`src/hdl/svn_isqrt.sv`:
```
// Iterative integer square root of a 64-bit value, one result bit per cycle.
// Depends on nothing; started by a one-cycle pulse, answers with a done pulse.
module svn_isqrt (
	input  logic        clk,
	input  logic        arst_n,
	input  logic        start,
	input  logic [63:0] rad,
	output logic        done,
	output logic [31:0] root
);
	logic [63:0] v_q;
	logic [63:0] res_q;
	logic [63:0] bit_q;
	logic        busy_q;
	logic [63:0] trial;

	assign trial = res_q + bit_q;
	assign root  = res_q[31:0];

	always_ff @(posedge clk or negedge arst_n) begin
		if (!arst_n) begin
			busy_q <= 1'b0;
			done   <= 1'b0;
		end else begin
			done <= 1'b0;
			if (start) begin
				busy_q <= 1'b1;
			end else if (busy_q && bit_q == 64'd1) begin
				busy_q <= 1'b0;
				done   <= 1'b1;
			end
		end
	end

	always_ff @(posedge clk) begin
		if (start) begin
			v_q   <= rad;
			res_q <= '0;
			bit_q <= 64'd1 << 62;
		end else if (busy_q) begin
			if (v_q >= trial) begin
				v_q   <= v_q - trial;
				res_q <= (res_q >> 1) + bit_q;
			end else begin
				res_q <= res_q >> 1;
			end
			bit_q <= bit_q >> 2;
		end
	end
endmodule

```
`config.mk`:
```
export PLATFORM = sky130hd
export DESIGN_NAME = svn_isqrt
export DESIGN_NICKNAME = d
export VERILOG_FILES = /design/src/hdl/svn_isqrt.sv
export SDC_FILE = /design/constraint.sdc
export NUM_CORES = 1
export LEC_CHECK = 0
export BUFFER_PORTS_ARGS = -buffer_cell sky130_fd_sc_hd__clkbuf_2
export CAP_MARGIN = 20
export CORE_MARGIN = 2
export CORE_UTILIZATION = 63
export DETAILED_ROUTE_END_ITERATION = 10
export MAX_ROUTING_LAYER = met4
export PLACE_DENSITY = 0.83
export SLEW_MARGIN = 20
export SYNTH_ARGS = -nofsm -noshare
export SYNTH_HDL_FRONTEND = slang
export SYNTH_SLANG_ARGS = --single-unit
```
`constraint.sdc`:
```
create_clock -name clk -period 10.7 [get_ports clk]
set_clock_uncertainty 0.2 [all_clocks]
set_input_delay 0 -clock clk [delete_from_list [all_inputs] [get_ports clk]]
set_output_delay 0 -clock clk [all_outputs]
set_load 0.01 [all_outputs]
```
# --- Word-level counts from Yosys, hierarchy flattened ---
# Index checks and enable logic that the tools add are counted.
word_totals:
  reg_bits: 162
  out_inout_bits: 33
  wordCells: 23
classes:
  addsub: 3
  order_cmp: 1
  eq_ne: 1
  mux: 8
  n_reduce_logical: 5
ops:
  columns: ["cell", "n"]
  rows:
  - ["64-bit two-way mux", 4]
  - ["63-bit by 63-bit adder with 64-bit output", 1]
  - ["64-bit by 63-bit adder with 64-bit output", 1]
  - ["64-bit >= comparator", 1]
  - ["64-bit subtractor", 1]
  - ["32-bit by 1-bit equality test with 1-bit output, second input constant", 1]
  - ["2-bit nonzero test", 3]
  - ["1-bit two-way mux", 4]
  - ["2-bit AND reduction", 1]
  - ["1-bit logical AND", 1]

# --- Longest topological paths before layout ---
logic_depth:
  word_depth: 5
  depth_mapped: 26
  ltp_nobuf: 24

# --- Worst setup path before layout ---
# Ideal clock, no wire load.
synth_timing:
  kind: "flip-flop to flip-flop"
  startpoint: "register res_q[2]"
  endpoint: "register v_q[0] (enable)"
  t_arrival_ns: 7.745
  t_required_ns: 10.001
  path_slack_ns: 2.256
  stages_incl_launch_ff: 22
  path_buffers: 2
  cell_sequence: "dfxtp_1 > ha_1 > a31oi_1 > o21bai_1 > a21oi_1 > o31ai_1 > nand4_1 > nand3_1 > a21boi_0 > o21ai_0 > a31oi_1 > xor2_1 > ha_1 > nand2_1 > or4_1 > nor4_1 > nor3_1 > a2111oi_2 > a211oi_2 > buf_4 > buf_4 > o21bai_1"
synth_via:
  elab_chain_len: 4
synth_lines:
  columns: ["item", "line_no", "rtl"]
  rows:
  - ["start: declaration", "12", "logic [63:0] res_q;"]
  - ["start signal: assignment", "43", "res_q <= (res_q >> 1) + bit_q;"]
  - ["start signal: assignment", "45", "res_q <= res_q >> 1;"]
  - ["64-bit by 63-bit adder with 64-bit output", "17", "assign trial = res_q + bit_q;"]
  - ["64-bit >= comparator", "41", "if (v_q >= trial) begin"]
  - ["2-bit nonzero test (no source line)", null, null]
  - ["2-bit AND reduction (no source line)", null, null]
  - ["end signal: assignment", "37", "v_q <= rad;"]
  - ["end signal: assignment", "42", "v_q <= v_q - trial;"]
  - ["end: declaration", "11", "logic [63:0] v_q;"]
# No other way between the ends.
# A chain may end at the register's enable or synchronous reset.

# --- Final worst setup path ---
layout_timing:
  startpoint: "register res_q[4]"
  endpoint: "register v_q[15] (enable)"
# The elaborated chain is that of the path after synthesis.

==> metrics.csv <==
stage,metric,value,unit
placement,dp_hpwl,32300,um
floorplanning,die_area,25100,um2
clock_tree,cts_tree,built,
routing,wire_per_inst,19.5,um
setup_path,critPathTopFamily,compound AO/OA/AOI/OAI gates,
logic_synthesis,synthTopCellsByCount,"nand2_1, nor2_1, o21ai_0",
pwr,pwr-share-seq,25.5,%
logic_synthesis,synth_cells,1892,
logic_synthesis,syn_area,15000,um2
sta,rsz0062_at_grt,false,
clock_tree,cts_made_buffers,17,
pwr,sw_frac_of_total,45.3,%
clock_tree,cts_max_level,4,
cells_and_area,num_antenna_cells,0,
floorplanning,start_util,64.1,%
cells_and_area,drive_gt1_share,9.00,%
logic_synthesis,synth_most_common_cell,nand2_1,
floorplanning,num_rows,56,
cells_and_area,design_area,16900,um2
hold_path,min_from,rad[37],
clock_tree,cts-root-buf,clkbuf_16,
setup_path,worstReg2RegEnd,v_q[15],
sta,max_freq,0.129,GHz
setup_path,crit_path_max_incr_delay,0.68,ns
setup_path,rr_worst_depth,21,
sta,maxSlewHeadroom,42.5,%
logic_synthesis,ys_warn_count,0,
logic_synthesis,synth_top_family_by_area,compound AO/OA/AOI/OAI gates,
setup_path,endpoint_kind,register,
logic_synthesis,ys_types,80,
clock_tree,cts_resized,0,
logic_synthesis,synth_top_area_share,12.8,%
hold_path,hold_depth,4,
setup_path,crit_slowest_cell,a2111oi_2,
pwr,peakVddDrop,168,uV
setup_path,crit_chain,"ha_1, nand2_1, o21bai_1, a21oi_1, o31ai_1, nand4_1, nand3_1, a21boi_0, o21ai_0, a31oi_1, xor2_1, ha_1, nand2_1, or4_1, nor4_1, nor3_1, a2111oi_2, a211oi_4, buf_4, o21bai_4, buf_4",
sta,hold_violations,0,
logic_synthesis,syn_area_per_cell,7.93,um2
logic_synthesis,synth.area.top_cells,"dfxtp_1, edfxtp_1, ha_1",
clock_tree,cts.clk_slew.worst_paths,0.07,ns
placement,postPlaceCellArea,15300,um2
global_routing,overflow,0,
global_routing,grt_max_degree,74,
pwr,power_frac_comb,57.4,%
logic_synthesis,async_flop_share,1.23,%
setup_path,path_buf_inv,2,
setup_path,rr_startpoint,res_q[4],
floorplanning,coreArea,23400,um2
global_routing,grt_pass1_vias,14400,
sta,setup_viol,0,
global_routing,grt_util_all_layers,37.0,%
pwr,internal-power,0.00203,W
pwr,clockPowerShare,17.0,%
clock_tree,cts.sinks,162,
cells_and_area,syn_to_final_growth,12.8,%
routing,drtIter0Drc,1247,
routing,vias,15000,
logic_synthesis,seq_area_frac_synth,26.0,%
floorplanning,num_io_pins,100,
routing,wl,45100,um
sta,timing_worst_slew_pin_value,0.863,ns
logic_synthesis,synth_edf_count,64,
setup_path,crit_arrival,7.61,ns
setup_path,worstPathMaxFanout,48,
cells_and_area,nFillCells,1916,
clock_tree,clock_latency,0.46,ns
floorplanning,die_h,158,um
status,status,"finished, final reports clean",
global_routing,grt_pass1_wl,72000,um
routing,ant_nets,0,
pwr,p_sw,0.00168,W
sta,finalCritPeriodShare,72.2,%
logic_synthesis,synth_xor_area_share,9.17,%
setup_path,worstSetupStartpointType,register,
sta,tns,0,ns
logic_synthesis,synth-compound-area-share,27.1,%
logic_synthesis,syn-num-nets,2090,
hold_path,hold_path_end,v_q[37],
hold_path,min_path_type,in2reg,
placement,portBuffers,99,
setup_path,reg2reg_slack,2.98,ns
setup_path,critPathRequiredTime,10.58,ns
setup_path,crit_type,reg2reg,
routing,first_pass_iters,5,
pwr,p_per_area,219,nW/um2
clock_tree,cts_buffer_depth,2,
sta,slew_violations,0,
run,drv_cap,0,
logic_synthesis,synth_flop_cell,dfxtp_1,
logic_synthesis,yosys.area_share.simple,18.2,%
global_routing,antenna_found_initial,0,
floorplanning,die_x,158,um
pwr,leakage,6.99,nW
sta,post-route-min-period,7.72,ns
routing,viasPerCell,6.45,
logic_synthesis,synthMuxAreaShare,3.53,%
placement,routabilityCongestion,1.02,
logic_synthesis,ys_ff_latch,162,
logic_synthesis,yosys.area_share.adder,11.0,%
logic_synthesis,yosys.area.top_type,dfxtp_1,
routing,drc,0,
cells_and_area,final_nets,2185,
worst reg2reg max path: cells and delay by family, from the launching register on:
family                   cells  cell delay, ns
buffers and inverters        2            0.97
AO/OA/AOI/OAI                9            3.10
AND/OR/NAND/NOR              7            1.64
flip-flops                   1            0.40
XOR/XNOR                     1            0.20
adder cells (fa/ha/maj)      2            0.80
layout make-up:
cell class              instances  area (um2)  area share, %
clock buffers                  19         433           2.56
clock inverters                13         144          0.850
inverters                      23        86.3          0.510
multi-input cells            1573       10400           61.3
flip-flops and latches        162        3900           23.0
well taps                     319         399           2.36
repair buffers                210        1590           9.41
sequential cells by signal (all words and copies together), names as in the netlist:
register and flops:
done 1, res_q 64, busy_q 1, bit_q 32
v_q 64
power groups by stage:
stage	registers, W	clock network [W]	logic [W]
4_1_cts	0.000940	0.000628	0.00206
6_report	0.000947	0.000632	0.00213
5_1_grt	0.000955	0.000657	0.00233
2_1_floorplan	0.000919	0	0.00159
3_3_place_gp	0.000950	0	0.00195
3_5_place_dp	0.000948	0	0.00197
cell families (layout without fill, tap and decap cells):
kind of cell	count (synthesis)	after routing
simple gates	597	597
flops	162	162
fa+ha+maj	131	131
xor+xnor	157	157
buf+inv	157	265
compound gates	636	636
mux	52	52
timing repair:
action                                 4_1_cts  5_1_grt
setup buffers                                0        0
endpoints found under the hold margin       96        0
hold buffers                               103        0
layer usage:
layer	up-vias	track usage (%)	part of all wire [%]
met4	0	15.3	4.4
met1	7056	42.4	41
met3	164	6.80	6.1
met5	-	-	0
met2	581	64.0	49
li1	7155	-	-
how the worst max path moves through the flow:
stage,start,to,slack [ns],cells after the start
final,res_q[4],v_q[15],2.98,21
after global placement,res_q[4],v_q[49],3.46,21
after global routing,res_q[4],v_q[51],2.58,21
after CTS,res_q[4],v_q[54],3.23,21
after floorplan,res_q[2],v_q[0],2.26,21
after detailed placement,res_q[2],v_q[60],3.28,21
stage by stage:
stage          hold WS, ns  std cells  utilization, %  total power, W  worst slack [ns]
2_1_floorplan       -0.496       1892               -         0.00251              2.26
3_3_place_gp        -0.414       2184            65.4         0.00290              3.46
3_5_place_dp        -0.413       2184            65.4         0.00292              3.28
4_1_cts              0.169       2319            72.3         0.00363              3.23
5_1_grt              0.199       2319            72.3         0.00394              2.58
6_report             0.173       2319            72.3         0.00371              2.98
cells in the final DEF, fill, tap and decap left out, drive strengths merged, types with 45 or more instances in the layout:
cell type	netlist	layout
nand2	218	218
o21ai	182	182
nor2	177	177
a21oi	138	138
ha	130	130
clkbuf	76	117
dlygate4sd3	0	103
dfxtp	96	96
xnor2	81	81
xor2	76	76
edfxtp	64	64
a31oi	62	62
a21o	57	57
nand4	48	48
mux2i	45	45
Note: power is estimated with default switching activity, not from simulation.
