$ cat config.mk
export PLATFORM = sky130hd
export DESIGN_NAME = svn_div
export DESIGN_NICKNAME = d
export VERILOG_FILES = /design/src/hdl/svn_div.sv
export SDC_FILE = /design/constraint.sdc
export NUM_CORES = 1
export LEC_CHECK = 0
export ABC_AREA = 1
export BUFFER_PORTS_ARGS = -buffer_cell sky130_fd_sc_hd__buf_4
export CELL_PAD_IN_SITES_DETAIL_PLACEMENT = 1
export CELL_PAD_IN_SITES_GLOBAL_PLACEMENT = 2
export CORE_MARGIN = 3
export CORE_UTILIZATION = 30
export CTS_CLUSTER_DIAMETER = 50
export DETAILED_ROUTE_END_ITERATION = 10
export HOLD_SLACK_MARGIN = 0.08
export PLACE_DENSITY = 0.8
export SLEW_MARGIN = 0
export SYNTH_ARGS = -nofsm -noshare
export SYNTH_HDL_FRONTEND = slang
export SYNTH_SLANG_ARGS = --single-unit
$ cat constraint.sdc
create_clock -name clk -period 4.55 [get_ports clk]
set_input_delay 0.455 -clock clk [delete_from_list [all_inputs] [get_ports clk]]
set_output_delay 0.455 -clock clk [all_outputs]
set_load 0.01 [all_outputs]
$ cat src/hdl/svn_div.sv
// Restoring divider: (QW+31)-bit numerator by 32-bit divisor, QW quotient bits,
// one bit per cycle. The caller guarantees the quotient fits QW bits.
module svn_div #(
	parameter int QW = 16
) (
	input  logic            clk,
	input  logic            arst_n,
	input  logic            start,
	input  logic [QW+30:0]  num,
	input  logic [31:0]     den,
	output logic            done,
	output logic [QW-1:0]   quo
);
	localparam int CW = $clog2(QW + 1);

	logic [32:0]   rem_q;
	logic [QW-1:0] nlo_q;
	logic [31:0]   den_q;
	logic [CW-1:0] cnt_q;
	logic          busy_q;
	logic [32:0]   trial;
	logic          qbit;

	assign trial = {rem_q[31:0], nlo_q[QW-1]};
	assign qbit  = trial >= {1'b0, den_q};

	always_ff @(posedge clk or negedge arst_n) begin
		if (!arst_n) begin
			busy_q <= 1'b0;
			done   <= 1'b0;
			cnt_q  <= '0;
		end else begin
			done <= 1'b0;
			if (start) begin
				busy_q <= 1'b1;
				cnt_q  <= CW'(QW);
			end else if (busy_q) begin
				cnt_q <= cnt_q - 1'b1;
				if (cnt_q == CW'(1)) begin
					busy_q <= 1'b0;
					done   <= 1'b1;
				end
			end
		end
	end

	always_ff @(posedge clk) begin
		if (start) begin
			rem_q <= 33'(num[QW+30:QW]);
			nlo_q <= num[QW-1:0];
			den_q <= den;
		end else if (busy_q) begin
			rem_q <= qbit ? trial - {1'b0, den_q} : trial;
			nlo_q <= nlo_q << 1;
			quo   <= {quo[QW-2:0], qbit};
		end
	end
endmodule
* Yosys cells after proc, flatten, opt, wreduce, memory -nomap -nowiden
Index checks and enable logic that the tools add are counted.
** Storage, ports and cells
- Bits in registers :: 103
- Latch bits :: 0
- Bits in writable memories :: 0
- ROM bits :: 0
- Bits of input ports :: 82
- Output and inout bits :: 17
- Word-level logic and storage cells :: 28
- Memories kept :: 0
** Cells by class
- Add/sub/neg operators :: 2
- Multiply operators :: 0
- Div/mod/pow operators :: 0
- Order comparisons :: 1
- Equal/unequal tests :: 1
- Shift-type cells :: 0
- Muxes and demuxes :: 13
- Bitwise logic cells :: 1
- Reductions and logical operators :: 2
** Operators with widths (count)
- $mux W31 :: 2
- $ge A33 B32 Y1 :: 1
- $mux W16 :: 2
- $mux W32 :: 1
- $sub A32 B32 Y32 :: 1
- $mux W5 :: 2
- $mux W1 :: 6
- $eq A5 B1 Y1 const B :: 1
- $sub A5 B1 Y5 const B :: 1
- $reduce_and A2 Y1 :: 1
- $reduce_bool A2 Y1 :: 1
- $not A1 Y1 :: 1

* Logic depth before layout (Yosys ltp)
Gate-level depths: netlist (run 1).
- Depth in word-level cells :: 4
- Gate-level depth with buffers :: 17
- Mapped depth without buffers :: 16

* Worst setup path before layout (run 1)
No wires, ideal clock.
- Kind :: input to register
- Start :: input start
- End :: register nlo_q[0] (enable)
- Library setup time :: 403 ps
- Data arrival time :: 1681 ps
- Data required time :: 4147 ps
- Setup slack :: 2466 ps
- Stages on the path :: 3
- Path buffers :: 1
- Cell sequence :: clkbuf_1 -> nor2_1 -> inv_1
** On the way
- Longest elaborated chain between the ends :: 1
** Ends and longest elaborated chain
- from (decl) :: line 8 : input logic start,
- $reduce_bool A2 Y1 (no line)
- to (signal assigned) :: line 50 : nlo_q <= num[QW-1:0];
- to (signal assigned) :: line 54 : nlo_q <= nlo_q << 1;
- to (decl) :: line 17 : logic [QW-1:0] nlo_q;
No other way between the ends.
A chain may end at the register's enable or synchronous reset.

* Worst setup path in the final report (run 1)
- Start :: register rem_q[15]
- End :: register rem_q[25], data pin
** On the way
- Longest elaborated chain between the ends :: 4
- Elaborated cells between the ends (all ways) :: 5
- Those cells by class :: add/sub (1); order compare (1); mux (3)
** Ends and longest elaborated chain
- from (decl) :: line 16 : logic [32:0] rem_q;
- from (signal assigned) :: line 49 : rem_q <= 33'(num[QW+30:QW]);
- from (signal assigned) :: line 53 : rem_q <= qbit ? trial - {1'b0, den_q} : trial;
- $sub A32 B32 Y32 / $ge A33 B32 Y1 (equally long branches) :: line 53, 25
- $mux W32 (*) :: line 53
- $mux W31 (*) :: line 52 : end else if (busy_q) begin
- $mux W31 (*) :: line 48 : if (start) begin
Every way passes the cells marked *; elsewhere a longest branch is shown, timed or not. The select of a mux whose other input is x is not followed.

==> metrics.txt, run 1 <==
Syn Inst Count=944; flops & latches, synth=103; Syn. warnings=0; core footprint=22,200 sq um; Die ar.=24,800 sq um; Gates resized, CTS repair=0; largest net degree at the start of global routing=54; Final Hold Vio Count=0; Critical Path RT=4.68 ns; Clk Latency, worst-skew pair=0.38 ns; synth top area cells=edfxtp_1 (41%), nand2_1 (21%), inv_1 (10%), ha_1 (6.2%), nand3_1 (6.2%); Fin Setup TNS=0 ns; Die Height=157 microns; Avg Synthesized Cell Area=7.29 sq um; Final period util=64.2%; largest fanout on the critical path=33; total CTS buffers=9; nets@finish=1,154; area grow syn2layout=19.4%; FMAX=343 MHz; antenna cells=0; Synth top area share=41.5%; Bufs on Longest Clock Path=2; clk sinks=103; vias per cell=4.51; Initial Util=31.0%; Routed Antenna Nets=0; Max Cap Viol=0; vias in the first global route=6,363; Pwr Total=4.86 mW; most used flip-flop cell after synthesis=edfxtp_1; global routing met2 resource utilization=28.0%; layout cells sized above 1=12.3%; Distinct cells, synth=30; Post-synth EDFFs=95; Synth top cells by count=nand2_1 (388), inv_1 (190), edfxtp_1 (95); post-CTS setup buffer count=0; DR pass1 iterations=4; clock slew at reported path FFs=0.10 ns; RSZ-0062 raised after global routing=false; GRT Overall Usage=16.6%; initial antenna violation count=0; Slew Viols, Final=0; Synth async-reset ratio=6.80%; Mapped Area=6880 sq um; largest area contributor in the netlist=edfxtp_1; most used routing layer=met2; maximum vdd drop=0.200 mV; DR vias=5,968; drt first-iter violations=244; drt wl/cell=14.8 microns; pin slew with the least headroom to its limit=0.986 ns; DRC violation count after routing=0; fin crit period=2.92 ns; final-report setup violation count=0; Placed Area=7880 sq um; GR Util met1=21.6%; Routed WL=19,600 microns; Non-Filler Cell Area, Final=8220 sq um; DIE WIDTH=157 microns; Final Wtd Congestion=0.881; status=completed; most frequent cell after synthesis=nand2_1; CP Launch Type=register; Ports=99; fillers=2,773; site row count=54; Crit path arrival time=3.05 ns; syn_nets=1,061; Post-CTS Hold Buffers=1; Pleak=4.39 nW; Overflow after GRT=0; WS Path Type=register to register; met3 Usage GRT=3.93%; Clock Skew=0.0200 ns; HP Class=input pin to register; first-pass GRT wire length=32,500 microns; CTS tree=done; Slew HR=34.2%; P per Cell Area=592 nW/um^2; Seq/Total Area, Yosys=44.3%; Layout Utilization=37.1%; Detailed Place HPWL=15,000 microns; I/O Buffers=98; Root Driver=clkbuf_16; H-tree levels=3; crit path capture type=register
through the flow:
stage               worst slack [ns]  std cells  hold WS [ns]
finish                          1.63       1322         0.243
global route                    1.34       1322         0.234
CTS                             1.58       1322         0.239
detailed placement              1.60       1305         0.278
global placement                1.67       1305         0.278
floorplan                       2.47        944         0.159
where the power goes:
part | total [mW] | leakage [nW] | internal [mW] | switching, mW
Clock | 0.870 | 0.156 | 0.407 | 0.463
Combinational | 2.58 | 3.17 | 0.903 | 1.68
Sequential | 1.41 | 1.07 | 1.30 | 0.111
Total | 4.86 | 4.39 | 2.61 | 2.25
cell type report:
cell class | count | area (sq um) | share of cell area (%)
Clock buffer | 9 | 225 | 2.74
Clock inverter | 7 | 96.3 | 1.17
Inverter | 190 | 713 | 8.68
Multi-Input combinational cell | 630 | 3010 | 36.6
Sequential cell | 103 | 3050 | 37.1
Tap cell | 280 | 350 | 4.26
Timing Repair Buffer | 103 | 776 | 9.44
metal layers:
layer / share of wire (%) / routed length, microns
met3: 4.7 / 915
met4: 1.4 / 280
met2: 46 / 9000
met5: 0 / 0
met1: 48 / 9410
path summary, 6_finish.rpt:
path	from	to	slack, ns	depth (start not counted)
max	rem_q[15]	rem_q[25]	1.63	12
min	den[23]	den_q[23]	0.24	1
max reg2reg	rem_q[15]	rem_q[25]	1.63	12
min reg2reg	quo[12]	quo[13]	0.46	0
max in group asynchronous	arst_n	cnt_q[4]	3.98	2
min in group asynchronous	arst_n	cnt_q[1]	0.43	2
critical path: stages, from the launching register on:
cell      delay [ns]
edfxtp_1        0.41
ha_1            0.40
nand2_1         0.14
nor2_1          0.23
nand2_1         0.15
nor3_2          0.16
nand2_2         0.08
nand2_2         0.10
nand2_4         0.26
nand2_4         0.46
nand2_1         0.11
nand3_1         0.11
nand2_1         0.05
cells by family after synthesis:
logic type               after synthesis  share of synthesized area (%)
AND/OR/NAND/NOR                      546                           32.6
buffers and inverters                211                           12.0
flip-flops                           103                           44.3
adder cells (fa/ha/maj)               35                           6.48
AO/OA/AOI/OAI                         34                           2.66
XOR/XNOR                              15                           1.91
flip-flops by register name (all words and copies together) (netlist names):
signal and flops:
busy_q 1, cnt_q 5, den_q 32, done 1, nlo_q 16, quo 16
rem_q 32
cell usage in the layout (no fill, tap or decap), drive strengths merged:
cell	Yosys	routed
or2	1	1
nand2	393	393
buf	14	102
dfxtp	1	1
nor2	45	45
nand4	2	2
nand3	86	86
dlygate4sd3	0	1
o21bai	2	2
fa	1	1
o22ai	1	1
nor3	7	7
clkinv	0	2
ha	34	34
dfrtp	7	7
edfxtp	95	95
a21oi	25	25
xnor2	15	15
and2	4	4
inv	190	195
nor4	1	1
o21ai	5	5
a21o	1	1
nand3b	7	7
clkbuf	7	9
(Power assumes the default switching activity.)
==> inputs of run 2 (changes only) <==
--- a/config.mk
+++ b/config.mk
@@ -5,7 +5,7 @@
 export SDC_FILE = /design/constraint.sdc
 export NUM_CORES = 1
 export LEC_CHECK = 0
-export ABC_AREA = 1
+export ABC_AREA = 0
 export BUFFER_PORTS_ARGS = -buffer_cell sky130_fd_sc_hd__buf_4
 export CELL_PAD_IN_SITES_DETAIL_PLACEMENT = 1
 export CELL_PAD_IN_SITES_GLOBAL_PLACEMENT = 2
@@ -14,7 +14,7 @@
 export CTS_CLUSTER_DIAMETER = 50
 export DETAILED_ROUTE_END_ITERATION = 10
 export HOLD_SLACK_MARGIN = 0.08
-export PLACE_DENSITY = 0.8
+export PLACE_DENSITY = 0.76
 export SLEW_MARGIN = 0
 export SYNTH_ARGS = -nofsm -noshare
 export SYNTH_HDL_FRONTEND = slang
==> constraint.sdc (replaced) <==
create_clock -name clk -period 2.55 [get_ports clk]
set_input_delay 0.255 -clock clk [delete_from_list [all_inputs] [get_ports clk]]
set_output_delay 0.255 -clock clk [all_outputs]
set_load 0.01 [all_outputs]
==> run 2 against run 1 <==
Compared with the run above: the flow now finishes with violations (negative setup slack); sequential share of layout area fell by 1.4 points; worst setup slack worse by 2.2 ns; largest power group unchanged; largest cell class unchanged; flip-flop and latch count did not move.
==> metrics.txt, run 2 <==
status=finished, violations left (was completed); failing checks=negative setup slack; R2R Path End=rem_q[26] (was rem_q[25]); Post-synth EDFFs=95 (unchanged); Slew HR=53.6% (was 34.2%); I/O Buffers=98 (unchanged); Avg Synthesized Cell Area=11.1 sq um (was 7.29 sq um); P per Cell Area=1170 nW/um^2 (was 592 nW/um^2); crit path capture type=register (unchanged); Routed Antenna Nets=0 (unchanged); clock slew at reported path FFs=0.08 ns (was 0.10 ns); Crit path max-delay family=compound AO/OA/AOI/OAI gates (was simple AND/OR/NAND/NOR gates); post-placement worst setup slack=-0.549 ns (was 1.60 ns); vias per cell=4.79 (was 4.51); Pleak=3.70 nW (was 4.39 nW); Critical Path RT=2.65 ns (was 4.68 ns); multiplexer area fraction after synthesis=7.51% (was 0%); Critical Path Max Stage Delay=0.39 ns (was 0.46 ns); pin slew with the least headroom to its limit=0.691 ns (was 0.986 ns); GRT Overall Usage=15.7% (was 16.6%); HP Class=input pin to register (unchanged); reg-to-reg critical path startpoint=nlo_q[15] (was rem_q[15]); first-pass GRT wire length=27,400 microns (was 32,500 microns); drt first-iter violations=162 (was 244); Die Height=147 microns (was 157 microns); Root Driver=clkbuf_16 (unchanged); Routed WL=17,100 microns (was 19,600 microns); Reg2Reg Depth=13 (was 12); Clk Latency, worst-skew pair=0.36 ns (was 0.38 ns); most used flip-flop cell after synthesis=edfxtp_1 (unchanged); CTS tree=done (unchanged); largest family of logic cells by synthesized area=compound AO/OA/AOI/OAI gates (was simple AND/OR/NAND/NOR gates); initial antenna violation count=0 (unchanged); core footprint=19,500 sq um (was 22,200 sq um); Crit path arrival time=3.22 ns (was 3.05 ns); DR vias=4,905 (was 5,968); Max Cap Viol=0 (unchanged); fin crit period=3.11 ns (was 2.92 ns); CP Launch Type=register (unchanged); Clock Skew=0.0121 ns (was 0.0200 ns); DR pass1 iterations=4 (unchanged); commonest non-fill, non-tap cell in the layout=buf_4 (was nand2_1); Final Hold Vio Count=0 (unchanged); CP cell instances=inv_1 > ha_2 > inv_2 > fa_2 > a21o_1 > a221o_1 > a2111oi_4 > buf_4 > o22ai_1 > o221a_1 > xor2_1 > mux2i_1 > o21ai_1 (was ha_1 > nand2_1 > nor2_1 > nand2_1 > nor3_2 > nand2_2 > nand2_2 > nand2_4 > nand2_4 > nand2_1 > nand3_1 > nand2_1); DRC violation count after routing=0 (unchanged); H-tree levels=3 (unchanged); Hold Crit Depth=3 (was 1); Synth top area share=47.7% (was 41.5%); vias in the first global route=5,404 (was 6,363); Ports=99 (unchanged); Pwr Total=9.98 mW (was 4.86 mW); Die ar.=21,700 sq um (was 24,800 sq um); maximum vdd drop=0.459 mV (was 0.200 mV); largest area contributor in the netlist=edfxtp_1 (unchanged); most frequent cell after synthesis=edfxtp_1 (was nand2_1); WS Path Type=register to register (unchanged); site row count=51 (was 54); Non-Filler Cell Area, Final=8550 sq um (was 8220 sq um); syn_nets=654 (was 1,061); largest fanout on the critical path=4 (was 33); FMAX=321 MHz (was 343 MHz); fin worst setup slack=-0.563 ns (was 1.63 ns); setup slack, reg-to-reg=-0.56 ns (was 1.63 ns); post-synthesis adder-cell area fraction=7.44% (was 6.48%); commonest non-fill, non-tap cells in the layout=buf_4 (185), edfxtp_1 (95), nand2_1 (45) (was nand2_1 (388), inv_1 (189), buf_4 (102)); Seq/Total Area, Yosys=50.9% (was 44.3%); Overflow after GRT=0 (unchanged); Final period util=122% (was 64.2%); Simple-Gate Fraction of Synth Area=9.89% (was 32.6%); final-report setup violation count=33 (was 0); Initial Util=30.6% (was 31.0%); total CTS buffers=9 (unchanged); Slowest-stage cell, CP=edfxtp_1 (was nand2_4); drt wl/cell=16.7 microns (was 14.8 microns); antenna cells=0 (unchanged); flops & latches, synth=103 (unchanged); layout cells sized above 1=34.7% (was 12.3%); largest net degree at the start of global routing=37 (was 54); post-synthesis share of cell area spent on xor and xnor gates=4.39% (was 1.91%); hold path start=num[29] (was den[23]); synth top area cells=edfxtp_1 (48%), ha_1 (7.1%), mux2i_1 (4.7%), dfrtp_1 (2.9%), mux2_2 (2.8%) (was edfxtp_1 (41%), nand2_1 (21%), inv_1 (10%), ha_1 (6.2%), nand3_1 (6.2%)); Hold WS=0.170 ns (was 0.243 ns); Bufs on Longest Clock Path=2 (unchanged); top flop regs=den_q (32), rem_q (32) (unchanged); Synth Area in Compound Gates=15.2% (was 2.66%); DIE WIDTH=147 microns (was 157 microns); Buf/Inv on CP=3 (was 0); Synth async-reset ratio=6.80% (unchanged); Detailed Place HPWL=12,300 microns (was 15,000 microns); Hold Path Sink=rem_q[13] (was den_q[23]); Syn. warnings=0 (unchanged); Syn Inst Count=537 (was 944); Synth top cells by count=edfxtp_1 (95), nand2_1 (45), inv_1 (44) (was nand2_1 (388), inv_1 (190), edfxtp_1 (95)); Final Wtd Congestion=0.823 (was 0.881); RSZ-0062 raised after global routing=true (was false); Mapped Area=5980 sq um (was 6880 sq um); area grow syn2layout=42.8% (was 19.4%); Slew Viols, Final=0 (unchanged); clk sinks=103 (unchanged); Distinct cells, synth=66 (was 30); Placed Area=7670 sq um (was 7880 sq um); nets@finish=870 (was 1,154)
## run 2: changes by cell type after synthesis, moves of 19 or more
cell,before,now
inv_1,190,44
a21o_1,1,20
nor2_1,45,22
nand3_1,85,9
nand2_1,388,45
mux2i_1,0,28
## run 2: through the flow
stage	std cells	setup TNS, ns	utilization, %
finish	1023	-8.89	43.8
global route	1023	-14.28	43.8
CTS	1018	-8.21	43.3
detailed placement	961	-7.75	39.3
global placement	961	-5.58	39.3
floorplan	537	-1.50	-
## run 2: cell type report
cell class / instances / area [sq um]
inverter: 46 / 178
sequential: 103 / 3050
multi-input combinational: 364 / 2800
clock inverter: 5 / 42.5
timing repair buffer: 229 / 1920
clock buffer: 11 / 233
tap: 265 / 332
fill: 2171 / 11000
## run 2: logic make-up (layout without fill, tap and decap cells)
kind of cell,count (synthesis),count (layout)
AOI/OAI and AO/OA,136,136
xor gates and xnor gates,30,30
adders and majority gates,35,35
buffers and inverters,70,291
DFF,103,103
muxes,43,43
and+or+nand+nor,120,120
## run 2: how the worst max path moves through the flow
| stage | startpoint | end | slack (ns) | cells past startpoint |
|---|---|---|---|---|
| finish | nlo_q[15] | rem_q[26] | -0.56 | 13 |
| global route | nlo_q[15] | rem_q[28] | -0.69 | 13 |
| CTS | nlo_q[15] | rem_q[26] | -0.53 | 13 |
| detailed placement | nlo_q[15] | rem_q[18] | -0.55 | 14 |
| global placement | nlo_q[15] | rem_q[18] | -0.42 | 14 |
| floorplan | nlo_q[15] | rem_q[26] | -0.30 | 12 |
## run 2: layer usage
metal / part of all wire (%) / GRT usage [%] / vias up
met4: 1.6 / 4.94 / 0
met5: 0 / 0 / -
met2: 50 / 27.4 / 85
met1: 45 / 19.8 / 2390
li1: - / - / 2412
met3: 2.9 / 2.84 / 18
## run 2: timing repair
action                                  in CTS  in global routing
buffers inserted                             7                  4
endpoints found under the setup margin      32                 33
hold endpoints to repair                    39                  0
pin swaps                                   16                  8
gates resized for setup                     27                 12
hold buffers                                33                  0
cloned                                       1                  1
## run 2: power by group
part           switching (mW)  internal (mW)
Combinational            2.87           3.12
Clock                   0.687          0.676
Sequential              0.250           2.38
## run 2: worst register-to-register path, cell delays in order, from the launching register on
cell and delay, ns:
edfxtp_1 0.39, inv_1 0.09, ha_2 0.18, inv_2 0.04, fa_2 0.34, a21o_1 0.19
a221o_1 0.35, a2111oi_4 0.36, buf_4 0.21, o22ai_1 0.07, o221a_1 0.25, xor2_1 0.16
mux2i_1 0.16, o21ai_1 0.08
==> inputs of run 3 (changes only) <==
--- a/config.mk
+++ b/config.mk
@@ -11,6 +11,7 @@
 export CELL_PAD_IN_SITES_GLOBAL_PLACEMENT = 2
 export CORE_MARGIN = 3
 export CORE_UTILIZATION = 30
+export CTS_BUF_LIST = sky130_fd_sc_hd__clkbuf_4 sky130_fd_sc_hd__clkbuf_8
 export CTS_CLUSTER_DIAMETER = 50
 export DETAILED_ROUTE_END_ITERATION = 10
 export HOLD_SLACK_MARGIN = 0.08
==> run 3 against run 2 <==
Compared with the run above: the flow still finishes with violations (negative setup slack); worst hold slack worse by 0.036 ns; worst setup slack better by 0.0063 ns; combinational power is 2% lower; critical endpoint unchanged.
==> metrics.txt, run 3 (synthesis results as in run 2) <==
Root Driver=clkbuf_8 (was clkbuf_16); CP Launch Type=register (unchanged); drt wl/cell=16.6 microns (was 16.7 microns); clk sinks=103 (unchanged); largest net degree at the start of global routing=37 (unchanged); Slew HR=52.4% (was 53.6%); Pwr Total=9.51 mW (was 9.98 mW); Max Cap Viol=0 (unchanged); Clock Skew=0.0187 ns (was 0.0121 ns); status=finished, violations left (unchanged); GRT Overall Usage=15.6% (was 15.7%); nets@finish=870 (unchanged); vias per cell=4.80 (was 4.79); Overflow after GRT=0 (unchanged); Routed Antenna Nets=0 (unchanged); CTS tree=done (unchanged); area grow syn2layout=41.1% (was 42.8%); I/O Buffers=98 (unchanged); vias in the first global route=5,420 (was 5,404); DIE WIDTH=147 microns (unchanged); Reg2Reg Depth=13 (unchanged); first-pass GRT wire length=27,400 microns (about the same); failing checks=negative setup slack (unchanged); pin slew with the least headroom to its limit=0.709 ns (was 0.691 ns); crit path capture type=register (unchanged); antenna cells=0 (unchanged); fin crit period=3.11 ns (about the same); clock slew at reported path FFs=0.12 ns (was 0.08 ns); Critical Path RT=2.69 ns (was 2.65 ns); Die Height=147 microns (unchanged); Hold Crit Depth=3 (unchanged); DR vias=4,915 (was 4,905); Ports=99 (unchanged); commonest non-fill, non-tap cells in the layout=buf_4 (188), edfxtp_1 (95), nand2_1 (45) (was buf_4 (185), edfxtp_1 (95), nand2_1 (45)); Detailed Place HPWL=12,300 microns (unchanged); FMAX=322 MHz (was 321 MHz); Clk Latency, worst-skew pair=0.40 ns (was 0.36 ns); commonest non-fill, non-tap cell in the layout=buf_4 (unchanged); core footprint=19,500 sq um (unchanged); layout cells sized above 1=35.2% (was 34.7%); site row count=51 (unchanged); DRC violation count after routing=0 (unchanged); fillers=2,184 (was 2,171); Slew Viols, Final=0 (unchanged); Routed WL=16,900 microns (was 17,100 microns); initial antenna violation count=0 (unchanged); RSZ-0062 raised after global routing=true (unchanged); Final period util=122% (about the same); largest fanout on the critical path=4 (unchanged); Pleak=3.66 nW (was 3.70 nW); final-report setup violation count=32 (was 33); post-placement worst setup slack=-0.549 ns (unchanged); Final Wtd Congestion=0.823 (unchanged); fin worst setup slack=-0.557 ns (was -0.563 ns); Hold WS=0.133 ns (was 0.170 ns); total CTS buffers=9 (unchanged); Crit path arrival time=3.25 ns (was 3.22 ns); H-tree levels=3 (unchanged); Fin Setup TNS=-8.08 ns (was -8.89 ns); maximum vdd drop=0.349 mV (was 0.459 mV); DR pass1 iterations=4 (unchanged); P per Cell Area=1130 nW/um^2 (was 1170 nW/um^2); Die ar.=21,700 sq um (unchanged); drt first-iter violations=178 (was 162); Initial Util=30.6% (unchanged); Bufs on Longest Clock Path=2 (unchanged); Final Hold Vio Count=0 (unchanged); top flop regs=den_q (32), rem_q (32) (unchanged); Layout Utilization=43.2% (was 43.8%); WS Path Type=register to register (unchanged); HP Class=input pin to register (unchanged)
-- run 3: cell counts in the layout (fill, tap and decap cells not counted) --
No cell type changed its count.
-- run 3: cell type report --
cell class	count	area [sq um]	share of cell area, %
flip-flops and latches	103	3050	36.1
inverters	46	178	2.10
well taps	265	332	3.93
multi-input cells	364	2820	33.4
repair buffers	229	1880	22.3
clock buffers	11	139	1.64
clock inverters	5	42.5	0.504
-- run 3: path summary, 6_finish.rpt --
path | startpoint | endpoint | slack, ns
worst max-delay path | nlo_q[15] | rem_q[26] | -0.56
worst min-delay path | num[29] | rem_q[13] | 0.13
worst max register to register | nlo_q[15] | rem_q[26] | -0.56
worst min register to register | quo[5] | quo[6] | 0.46
max in group asynchronous | arst_n | busy_q | 2.21
min in group asynchronous | arst_n | cnt_q[2] | 0.22
-- run 3: worst max-delay path, cell delays in order (launching register included) --
cell	delay [ns]
edfxtp_1	0.42
inv_1	0.08
ha_2	0.19
inv_2	0.04
fa_2	0.34
a21o_1	0.18
a221o_1	0.35
a2111oi_4	0.35
buf_4	0.21
o22ai_1	0.07
o221a_1	0.25
xor2_1	0.16
mux2i_1	0.15
o21ai_1	0.08
-- run 3: repair_timing --
action	4_1_cts	5_1_grt
gates cloned	0	1
hold buffers	33	0
setup buffers	8	5
endpoints found under the setup margin	32	32
endpoints found under the hold margin	39	0
gates resized for setup	27	12
pin swaps	15	6
-- run 3: through the flow --
step	std cells	area (sq um)
detailed placement	961	7670
global placement	961	7670
floorplan	537	6040
CTS	1018	8340
finish	1023	8440
global route	1023	8440
-- run 3: where the power goes --
part           switching (mW)  total, mW  leakage, nW  internal, mW
combinational            2.83       5.85         2.51          3.02
clock                   0.643       1.03       0.0849         0.389
sequential              0.252       2.63         1.07          2.38
total                    3.72       9.51         3.66          5.79
-- run 3: layer usage --
metal  vias up  global-route usage (%)  part of all wire, %
li1       2408                       -                    -
met1      2406                    19.8                   46
met2        84                    27.3                   50
met3        17                    3.18                  3.1
met4         0                    4.01                  1.5
met5         -                       0                    0
